## config.mk

```make
export PLATFORM = sky130hd
export DESIGN_NAME = hsl_hsv_to_rgb
export DESIGN_NICKNAME = d
export VERILOG_FILES = /design/src/rtl/hslrgb_pkg.sv /design/src/rtl/hslrgb_xcalc.sv /design/src/rtl/hsl_hsv_to_rgb.sv
export SDC_FILE = /design/constraint.sdc
export NUM_CORES = 1
export LEC_CHECK = 0
export BUFFER_PORTS_ARGS = -buffer_cell sky130_fd_sc_hd__buf_2
export CAP_MARGIN = 0
export CORE_ASPECT_RATIO = 0.75
export CORE_MARGIN = 8
export CORE_UTILIZATION = 50
export CTS_CLUSTER_SIZE = 30
export DETAILED_ROUTE_END_ITERATION = 10
export PLACE_DENSITY = 0.67
export SLEW_MARGIN = 20
export SYNTH_ARGS = -nofsm -noshare
export SYNTH_HDL_FRONTEND = slang
export SYNTH_HIERARCHICAL = 1
export SYNTH_SLANG_ARGS = --single-unit
```

## constraint.sdc

```tcl
create_clock -name clk_i -period 15.85 [get_ports clk_i]
set_input_delay 0.7925 -clock clk_i [delete_from_list [all_inputs] [get_ports clk_i]]
set_output_delay 0.7925 -clock clk_i [all_outputs]
set_load 0.005 [all_outputs]
```

## src/rtl/hslrgb_pkg.sv

```systemverilog
// Types and constants of the HSL/HSV to RGB converter.
`default_nettype none

package hslrgb_pkg;

  localparam int unsigned QW = 13;             // Q12 channel width, holds 4096
  localparam logic [QW-1:0] QOne = 13'd4096;

  localparam logic [15:0] HueFull   = 16'd5760; // 360 deg in 1/16 deg
  localparam logic [12:0] HueSector = 13'd960;  // 60 deg in 1/16 deg
  localparam logic [15:0] Recip15   = 16'd34953; // ceil(2^19 / 15)

  typedef logic [QW-1:0] q12_t;

  typedef enum logic [2:0] {
    SEC_R_Y = 3'd0,
    SEC_Y_G = 3'd1,
    SEC_G_C = 3'd2,
    SEC_C_B = 3'd3,
    SEC_B_M = 3'd4,
    SEC_M_R = 3'd5
  } sector_e;

  // Values that ride alongside the secondary-component calculation.
  typedef struct packed {
    sector_e sector;
    q12_t    chroma;
    q12_t    offset;
  } side_t;

endpackage

`default_nettype wire

```

## src/rtl/hslrgb_xcalc.sv

```systemverilog
// Secondary component X = C * (960 - dist) / 960, two register stages.
`default_nettype none

module hslrgb_xcalc (
  input  wire logic                clk_i,
  input  wire hslrgb_pkg::q12_t    chroma_i,
  input  wire logic [9:0]          weight_i,
  output      hslrgb_pkg::q12_t    x_o
);
  import hslrgb_pkg::*;

  logic [21:0] prod;
  logic [15:0] part_d, part_q;
  logic [31:0] quot;
  q12_t        x_d, x_q;

  // divide by 960 = 64 * 15: shift first, then reciprocal of 15
  always_comb begin
    prod   = 22'(chroma_i) * 22'(weight_i);
    part_d = prod[21:6];
  end

  always_ff @(posedge clk_i) begin
    part_q <= part_d;
  end

  // exact floor for part < 74898, part stays below 61441
  always_comb begin
    quot = 32'(part_q) * 32'(Recip15);
    x_d  = quot[31:19];
  end

  always_ff @(posedge clk_i) begin
    x_q <= x_d;
  end

  assign x_o = x_q;

endmodule

`default_nettype wire

```

## src/rtl/hsl_hsv_to_rgb.sv

```systemverilog
// Top level: pipelined HSL/HSV to RGB converter.
//
//  channel  | handshake          | payload
//  ---------+--------------------+----------------------------------------
//  in       | start_i / busy_o   | mode_i, hue_i, saturation_i, brightness_i
//  out      | done_o (strobe)    | red_o, green_o, blue_o
//
// Six register stages; a beat taken at one edge shows on done_o once it has passed
// through all of them. A new beat is taken every cycle; busy_o stays low.
// Stages: clamp/operand, chroma multiply + hue mod 360, sector split,
// C*w multiply, reciprocal multiply, placement and output register.
// Reset clears the valid bits only; payload registers are not reset.
// The receiver cannot stall, so the pipeline never holds.
`default_nettype none

module hsl_hsv_to_rgb (
  input  wire logic               clk_i,
  input  wire logic               rst_ni,
  input  wire logic               start_i,
  output      logic               busy_o,
  input  wire logic               mode_i,
  input  wire logic signed [15:0] hue_i,
  input  wire logic [12:0]        saturation_i,
  input  wire logic [12:0]        brightness_i,
  output      logic               done_o,
  output      logic [12:0]        red_o,
  output      logic [12:0]        green_o,
  output      logic [12:0]        blue_o
);
  import hslrgb_pkg::*;

  // valid bits, one per stage
  logic v1_q, v2_q, v3_q, v4_q, v5_q, done_q;

  // ---------------- stage 1: clamp, hue magnitude, chroma operand
  q12_t        sat_c, bri_c, oper_d;
  logic [15:0] mag_d;
  logic [13:0] twol, dev, tval;

  always_comb begin
    sat_c  = (saturation_i > QOne) ? QOne : saturation_i;
    bri_c  = (brightness_i > QOne) ? QOne : brightness_i;
    mag_d  = hue_i[15] ? (~hue_i + 16'd1) : hue_i;
    twol   = {bri_c, 1'b0};
    dev    = (twol >= 14'(QOne)) ? (twol - 14'(QOne)) : (14'(QOne) - twol);
    tval   = 14'(QOne) - dev;
    oper_d = mode_i ? bri_c : tval[12:0];
  end

  logic        mode1_q;
  logic [15:0] mag1_q;
  q12_t        oper1_q, sat1_q, bri1_q;

  always_ff @(posedge clk_i) begin
    mode1_q <= mode_i;
    mag1_q  <= mag_d;
    oper1_q <= oper_d;
    sat1_q  <= sat_c;
    bri1_q  <= bri_c;
  end

  // ---------------- stage 2: chroma multiply, hue mod 5760
  logic [25:0] cprod;
  q12_t        chroma_d;
  logic [15:0] hsub;
  logic [12:0] hred_d;

  always_comb begin
    cprod    = 26'(oper1_q) * 26'(sat1_q);
    chroma_d = cprod[24:12];
    if (mag1_q >= 16'(5 * HueFull))      hsub = 16'(5 * HueFull);
    else if (mag1_q >= 16'(4 * HueFull)) hsub = 16'(4 * HueFull);
    else if (mag1_q >= 16'(3 * HueFull)) hsub = 16'(3 * HueFull);
    else if (mag1_q >= 16'(2 * HueFull)) hsub = 16'(2 * HueFull);
    else if (mag1_q >= HueFull)          hsub = HueFull;
    else                                 hsub = 16'd0;
    hred_d = 13'(mag1_q - hsub);
  end

  logic        mode2_q;
  logic [12:0] hred2_q;
  q12_t        chroma2_q, bri2_q;

  always_ff @(posedge clk_i) begin
    mode2_q   <= mode1_q;
    hred2_q   <= hred_d;
    chroma2_q <= chroma_d;
    bri2_q    <= bri1_q;
  end

  // ---------------- stage 3: sector, distance weight, offset m
  sector_e     sector_d;
  logic [12:0] pbase;
  logic [10:0] rpos;
  logic [9:0]  hdist, weight_d;
  q12_t        offset_d;

  always_comb begin
    if (hred2_q >= 13'(5 * HueSector)) begin
      sector_d = SEC_M_R;
    end else if (hred2_q >= 13'(4 * HueSector)) begin
      sector_d = SEC_B_M;
    end else if (hred2_q >= 13'(3 * HueSector)) begin
      sector_d = SEC_C_B;
    end else if (hred2_q >= 13'(2 * HueSector)) begin
      sector_d = SEC_G_C;
    end else if (hred2_q >= HueSector) begin
      sector_d = SEC_Y_G;
    end else begin
      sector_d = SEC_R_Y;
    end
    // position inside the current pair of sectors
    if (hred2_q >= 13'(4 * HueSector))      pbase = 13'(4 * HueSector);
    else if (hred2_q >= 13'(2 * HueSector)) pbase = 13'(2 * HueSector);
    else                                    pbase = 13'd0;
    rpos     = 11'(hred2_q - pbase);
    hdist    = (rpos >= 11'(HueSector)) ? 10'(rpos - 11'(HueSector))
                                        : 10'(11'(HueSector) - rpos);
    weight_d = 10'(HueSector) - hdist;
    offset_d = mode2_q ? (bri2_q - chroma2_q) : (bri2_q - (chroma2_q >> 1));
  end

  side_t      side3_q, side4_q, side5_q;
  logic [9:0] weight3_q;

  always_ff @(posedge clk_i) begin
    side3_q   <= '{sector: sector_d, chroma: chroma2_q, offset: offset_d};
    weight3_q <= weight_d;
  end

  // ---------------- stages 4 and 5: X in its own unit
  q12_t x5;

  hslrgb_xcalc u_xcalc (
    .clk_i    (clk_i),
    .chroma_i (side3_q.chroma),
    .weight_i (weight3_q),
    .x_o      (x5)
  );

  always_ff @(posedge clk_i) begin
    side4_q <= side3_q;
    side5_q <= side4_q;
  end

  // ---------------- stage 6: placement, add m, saturate
  q12_t        rc, gc, bc;
  logic [13:0] rsum, gsum, bsum;
  q12_t        red_d, green_d, blue_d;
  q12_t        red_q, green_q, blue_q;

  always_comb begin
    case (side5_q.sector)
      SEC_R_Y: begin rc = side5_q.chroma; gc = x5;             bc = '0;             end
      SEC_Y_G: begin rc = x5;             gc = side5_q.chroma; bc = '0;             end
      SEC_G_C: begin rc = '0;             gc = side5_q.chroma; bc = x5;             end
      SEC_C_B: begin rc = '0;             gc = x5;             bc = side5_q.chroma; end
      SEC_B_M: begin rc = x5;             gc = '0;             bc = side5_q.chroma; end
      default: begin rc = side5_q.chroma; gc = '0;             bc = x5;             end
    endcase
    rsum    = 14'(rc) + 14'(side5_q.offset);
    gsum    = 14'(gc) + 14'(side5_q.offset);
    bsum    = 14'(bc) + 14'(side5_q.offset);
    red_d   = (rsum > 14'(QOne)) ? QOne : rsum[12:0];
    green_d = (gsum > 14'(QOne)) ? QOne : gsum[12:0];
    blue_d  = (bsum > 14'(QOne)) ? QOne : bsum[12:0];
  end

  always_ff @(posedge clk_i) begin
    red_q   <= red_d;
    green_q <= green_d;
    blue_q  <= blue_d;
  end

  // ---------------- valid pipeline
  always_ff @(posedge clk_i or negedge rst_ni) begin
    if (!rst_ni) begin
      v1_q   <= 1'b0;
      v2_q   <= 1'b0;
      v3_q   <= 1'b0;
      v4_q   <= 1'b0;
      v5_q   <= 1'b0;
      done_q <= 1'b0;
    end else begin
      v1_q   <= start_i;
      v2_q   <= v1_q;
      v3_q   <= v2_q;
      v4_q   <= v3_q;
      v5_q   <= v4_q;
      done_q <= v5_q;
    end
  end

  assign busy_o  = 1'b0;
  assign done_o  = done_q;
  assign red_o   = red_q;
  assign green_o = green_q;
  assign blue_o  = blue_q;

endmodule

`default_nettype wire

```

==> results of run 1 <==
## final cells by class
type                       count  area, µm²  share of cell area
multi-input combinational   1677      15000               0.627
tap                          578        723              0.0302
timing repair buffer          88        450              0.0188
inverter                     363       1360              0.0569
clock buffer                  34        774              0.0323
clock inverter                20        264              0.0110
sequential                   267       5380               0.224
## layer usage
layer  track usage  part of all wire  up-vias  wire length [µm]
met5             0           0.00042        -                20
met4        0.0408             0.019        4               911
met3        0.0343             0.060       78              2910
met2         0.306              0.45      399             21400
met1         0.259              0.47     7522             22800
li1              -                 -     7781                 -
## sequential cells by signal, indices dropped and copies added (netlist names), 16 cells and up
register and count:
side3_q 29, side4_q 29, side5_q 29, mag1_q 16, u_xcalc/part_q 16
## kinds of logic after synthesis
group,after synthesis,share of synthesized area
AO/OA/AOI/OAI,325,0.0967
XOR/XNOR,130,0.0516
adder cells (fa/ha/maj),506,0.364
buffers and inverters,444,0.0764
flip-flops,267,0.244
multiplexers,32,0.0148
other,1,0.000170
AND/OR/NAND/NOR,683,0.152
## worst max-delay path, stage by stage, from the launching register on
cell	delay (ns)
dfxtp_1	0.43
and2_1	0.24
fa_1	0.53
inv_1	0.05
fa_1	0.55
inv_1	0.06
fa_1	0.47
fa_1	0.49
inv_1	0.06
fa_1	0.53
inv_1	0.04
ha_1	0.30
a21o_1	0.19
a21o_1	0.17
a21oi_1	0.27
o21ai_0	0.24
a31oi_1	0.25
o21ai_0	0.16
a21oi_1	0.20
xnor2_1	0.14
## through the flow
step                cell area [µm²]   util  std cells  worst slack [ns]  hold WS [ns]
global route                  24000  0.552       3027             10.09         0.283
global placement              22900  0.527       2972             10.49         0.310
floorplan                     22100      -       2388             10.70         0.310
detailed placement            22900  0.528       2972             10.41         0.312
finish                        24000  0.552       3027             10.39         0.317
CTS                           24000  0.552       3027             10.37         0.277
## how the worst max path moves through the flow
stage	from	end	slack [ns]	depth (start not counted)
floorplan	weight3_q[9]	u_xcalc/part_q[12]	10.70	18
global placement	sat1_q[3]	chroma2_q[9]	10.49	19
detailed placement	sat1_q[3]	chroma2_q[9]	10.41	19
CTS	sat1_q[3]	chroma2_q[9]	10.37	19
global route	oper1_q[11]	chroma2_q[12]	10.09	18
finish	sat1_q[3]	chroma2_q[9]	10.39	19
## cell usage after synthesis, types with 7 or more instances
cell type / instances / area, µm²
clkbuf_1: 71 / 267
o22ai_1: 7 / 43.8
ha_1: 277 / 3470
o31ai_1: 8 / 60.1
o21ai_1: 10 / 50.1
fa_1: 228 / 4560
o21ai_0: 58 / 290
a22o_1: 14 / 123
or3_1: 14 / 87.6
a21o_1: 35 / 263
inv_1: 361 / 1360
o21bai_1: 9 / 67.6
a21oi_1: 98 / 490
nor2b_1: 38 / 238
dfxtp_1: 261 / 5230
nand2b_1: 10 / 62.6
nor3_1: 25 / 125
nand3_1: 25 / 125
a211oi_1: 7 / 52.6
nand2_1: 261 / 980
o21a_1: 17 / 128
nand4_1: 8 / 50.1
and3_1: 7 / 43.8
a31oi_1: 11 / 68.8
nor2_1: 113 / 424
xor2_1: 36 / 315
mux2i_1: 27 / 270
xnor2_1: 94 / 823
and2_1: 139 / 870
## repair_timing
action | CTS | global route
buffers inserted | 0 | 0
hold buffers | 1 | 0
hold endpoints to repair | 6 | 0
==> impl_results.md, run 1 <==
- First-pass GRT wire length: 80300 µm
- Post-Route Skew: 0.0162 ns
- WHS Endpoint: bri2_q[11]
- Req. time, crit path: 16.34 ns
- Number of distinct library cells after synthesis: 90
- Leading cell types in the layout, fill and taps excluded: inv_1 (361), ha_1 (277), nand2_1 (261)
- Worst skew pair latency: 0.58 ns
- Vias after detailed routing: 15.8k
- R2r setup slk: 10.39 ns
- Max_slew headroom: 0.264
- Arrival time worst endpoint: 5.95 ns
- Num CTS Buffers: 29
- Mapped Avg Cell Area: 9.24 µm²
- Antenna viol nets, final: 0
- Critical path startpoint category: register
- Measured slew at the worst slew-check pin: 1.10 ns
- Syn Nets: 2939
- Status: complete, no violations
- Remaining Overflow, GRT: 0
- CP Class: register to register
- 1st-iter DRT viols: 1086
- Type of the most critical hold path: register to register
- Asr flop ratio synth: 0.0225
- R2r startpoint: sat1_q[3]
- Final setup vio count: 0
- Core area: 43400 µm²
- CTS resizes: 0
- Nets: 2977
- Final period utilization: 0.344
- CP Max Fanout: 13
- Seq/Total Area, Yosys: 0.244
- Post-Route WL: 48000 µm
- Vias in the first global route: 16.2k
- Max-Cap Viols: 0
- RD Place Congestion: 0.891
- Synth Warn #: 6
- FF-to-FF End: chroma2_q[9]
- Max Fclk: 183 MHz
- Leading cell type in the layout, fill and taps excluded: inv_1
- Slew Limit Fails: 0
- Minimum clock period after layout: 5.46 ns
- Site Rows: 66
- Final Hold Vio Count: 0
- Height of the die: 198 µm
- Post-DP HPWL: 39200 µm
- Fill cell count: 3871
- Max Root-Sink Buffers: 3
- Die ar.: 51200 µm²
- Syn Std Cell Area: 22100 µm²
- Reg2reg path depth: 19
- Unrepaired setup endpoints after global routing: false
- Area growth, synth to finish: 8.62%
- Initial DRT Pass Iterations: 5
- Clk Tree Root Cell: clkbuf_16
- Detailed-route wire length per cell: 15.9 µm
- Worst-path clk slew: 0.06 ns
- Antenna violations before repair: 5
- Pin count of the biggest net entering global routing: 37
- Width of the die: 259 µm
- Number of synthesized flops with an enable pin: 0
- Via-to-Cell Ratio: 5.21
- Mapped Cells: 2388
- Initial core utilization: 0.508
- Hold path depth: 0
- DRC viols: 0
- CP Capture Type: register
- TritonCTS Sinks: 267
- GRT Overall Usage: 0.188
- # IOs: 87
- # diodes: 0
- Register bit total from synthesis: 267
- CTS tree: yes
- Share of layout cells above drive strength 1: 0.0710
- HP Start: bri1_q[11]
- Sum of negative setup slack: 0 ns
- Primary FF master, synth: dfxtp_1
- CTS HTree Levels: 1
- IO Port Bufs: 85
Power of run 1 is left out: the tool's default activity adds up to more than one toggle a clock period on the data nets, which glitch-free logic cannot reach.
==> run 2, diff against run 1 <==
==> constraint.sdc (replaced) <==
create_clock -name clk_i -period 5.05 [get_ports clk_i]
set_input_delay 0.2525 -clock clk_i [delete_from_list [all_inputs] [get_ports clk_i]]
set_output_delay 0.2525 -clock clk_i [all_outputs]
set_load 0.005 [all_outputs]
==> impl_results.md, run 2 (synthesis gave the netlist of run 1 again) <==
- Worst skew pair latency: 0.57 ns (about the same)
- Minimum clock period after layout: 4.94 ns (-0.512 ns)
- RD Place Congestion: 0.888 (-0.40%)
- Post-Route WL: 50900 µm (+5.9%)
- CP Max Fanout: 5 (-8)
- Worst-path clk slew: 0.07 ns (about the same)
- Post-Route Skew: 0.0117 ns (-0.00455 ns)
- Vias after detailed routing: 16.6k (+5.0%)
- Fill cell count: 3689 (-4.7%)
- TritonCTS Sinks: 267 (unchanged)
- Post-DP HPWL: 40800 µm (+4.2%)
- Initial DRT Pass Iterations: 5 (unchanged)
- Share of layout cells above drive strength 1: 0.156 (+0.0846)
- Post-DP Area: 23700 µm² (+3.3%)
- Antenna viol nets, final: 0 (unchanged)
- Arrival time worst endpoint: 5.42 ns (-0.53 ns)
- Max_slew headroom: 0.538 (+0.274)
- Final Hold Vio Count: 0 (unchanged)
- Status: complete, no violations
- Slew Limit Fails: 0 (unchanged)
- Unrepaired setup endpoints after global routing: true
- GRT Overall Usage: 0.194 (+0.00647)
- Critical path startpoint category: register
- Sum of negative setup slack: 0 ns (unchanged)
- IO Port Bufs: 85 (unchanged)
- 1st-iter DRT viols: 812 (-25%)
- Max-Cap Viols: 0 (unchanged)
- # diodes: 0 (unchanged)
- Biggest regs: side3_q: 29 flops, side4_q: 29 flops, side5_q: 29 flops
- Type of the most critical hold path: input pin to register
- Pin count of the biggest net entering global routing: 27 (-27%)
- Met3 wire len: 2870 µm (-1.2%)
- DR top layer: met4
- Clk Tree Root Cell: clkbuf_16
- WL met1: 23200 µm (+1.9%)
- Met2 WL post-DR: 23700 µm (+11%)
- CP Class: register to register
- Area growth, synth to finish: 16.5%
- Remaining Overflow, GRT: 0 (unchanged)
- Non-filler cells, final: 3187 (+5.3%)
- Die ar.: 51200 µm² (unchanged)
- DRC viols: 0 (unchanged)
- Via-to-Cell Ratio: 5.20 (-0.27%)
- Final setup vio count: 0 (unchanged)
- Final period utilization: 0.979 (+0.635)
- Vias in the first global route: 17.1k (+5.3%)
- Site Rows: 66 (unchanged)
- Core area: 43400 µm² (unchanged)
- Measured slew at the worst slew-check pin: 0.692 ns (-0.410 ns)
- Nets: 3141 (+5.5%)
- Finished Cell Area: 25700 µm² (+7.3%)
- Height of the die: 198 µm (unchanged)
- Max Fclk: 202 MHz (+10%)
- Leading cell type in the layout, fill and taps excluded: inv_1
- Width of the die: 259 µm (unchanged)
- Req. time, crit path: 5.53 ns (-10.81 ns)
- Antenna violations before repair: 0 (-5)
- Num CTS Buffers: 28 (-3.4%)
- # IOs: 87 (unchanged)
- First-pass GRT wire length: 83700 µm (+4.1%)
- Max Root-Sink Buffers: 3 (unchanged)
- CTS tree: yes
- Initial core utilization: 0.508 (unchanged)
- Leading cell types in the layout, fill and taps excluded: inv_1 (342), ha_1 (260), nand2_1 (255)
- CP Capture Type: register
- Placed cells: 3070 (+3.3%)
- CTS HTree Levels: 1 (unchanged)
- Detailed-route wire length per cell: 16.0 µm (+0.56%)
-- run 2: changes by cell type in the layout (fill, tap and decap cells not counted), sizes merged --
cell         previous run  this run
inv                   364       369
clkinv                 10         8
bufinv                  5         0
buf                    87       203
clkinvlp                4         1
dlygate4sd3             1        50
-- run 2: routing by layer --
metal,global-route usage,vias up
li1,-,8082
met5,0,-
met3,0.0337,79
met1,0.261,7981
met4,0.0408,0
met2,0.327,431
-- run 2: per-stage QoR --
stage          setup WS (ns)  hold WS [ns]  utilization
2_1_floorplan        0.00582       -0.0431            -
3_3_place_gp         -0.0234        0.0740        0.545
3_5_place_dp          -0.165        0.0827        0.545
4_1_cts              -0.0130       0.00480        0.579
5_1_grt              -0.0778        0.0165        0.592
6_report               0.106        0.0364        0.592
-- run 2: layout make-up --
type	count	area, µm²	share of cell area
inverters	363	1360	0.0530
multi-input cells	1677	15400	0.599
clock inverters	15	128	0.00496
flip-flops and latches	267	5470	0.213
clock buffers	34	763	0.0297
well taps	578	723	0.0281
repair buffers	253	1880	0.0730
-- run 2: timing repair --
| action | in CTS | in global routing |
|---|---|---|
| gates resized for setup | 29 | 133 |
| setup buffers | 1 | 15 |
| setup endpoints to repair | 13 | 21 |
| pin swaps | 17 | 98 |
| hold buffers | 50 | 0 |
| cloned | 0 | 2 |
| hold endpoints to repair | 43 | 0 |
-- run 2: worst paths after layout --
check / cells past startpoint / end / slack [ns] / startpoint
max: 20 / chroma2_q[12] / 0.11 / oper1_q[7]
min: 2 / bri1_q[10] / 0.04 / brightness_i[10]
max reg2reg: 20 / chroma2_q[12] / 0.11 / oper1_q[7]
min reg2reg: 0 / side5_q[2] / 0.32 / side4_q[2]
max in group asynchronous: 3 / v3_q / 4.21 / rst_ni
min in group asynchronous: 3 / v1_q / 0.62 / rst_ni
-- run 2: worst max-delay path: stages, from the launching register on --
cell,delay [ns]
dfxtp_4,0.36
buf_6,0.13
and2_4,0.13
fa_1,0.54
inv_2,0.04
fa_1,0.49
fa_1,0.53
inv_2,0.04
fa_1,0.51
inv_2,0.04
fa_1,0.48
inv_2,0.04
ha_4,0.29
nand2_4,0.07
nor2_4,0.12
nand4_1,0.21
nor3_2,0.19
nor3_2,0.07
o31ai_2,0.26
a21oi_1,0.12
xnor2_1,0.19
Power of run 2 is left out for the same reason.
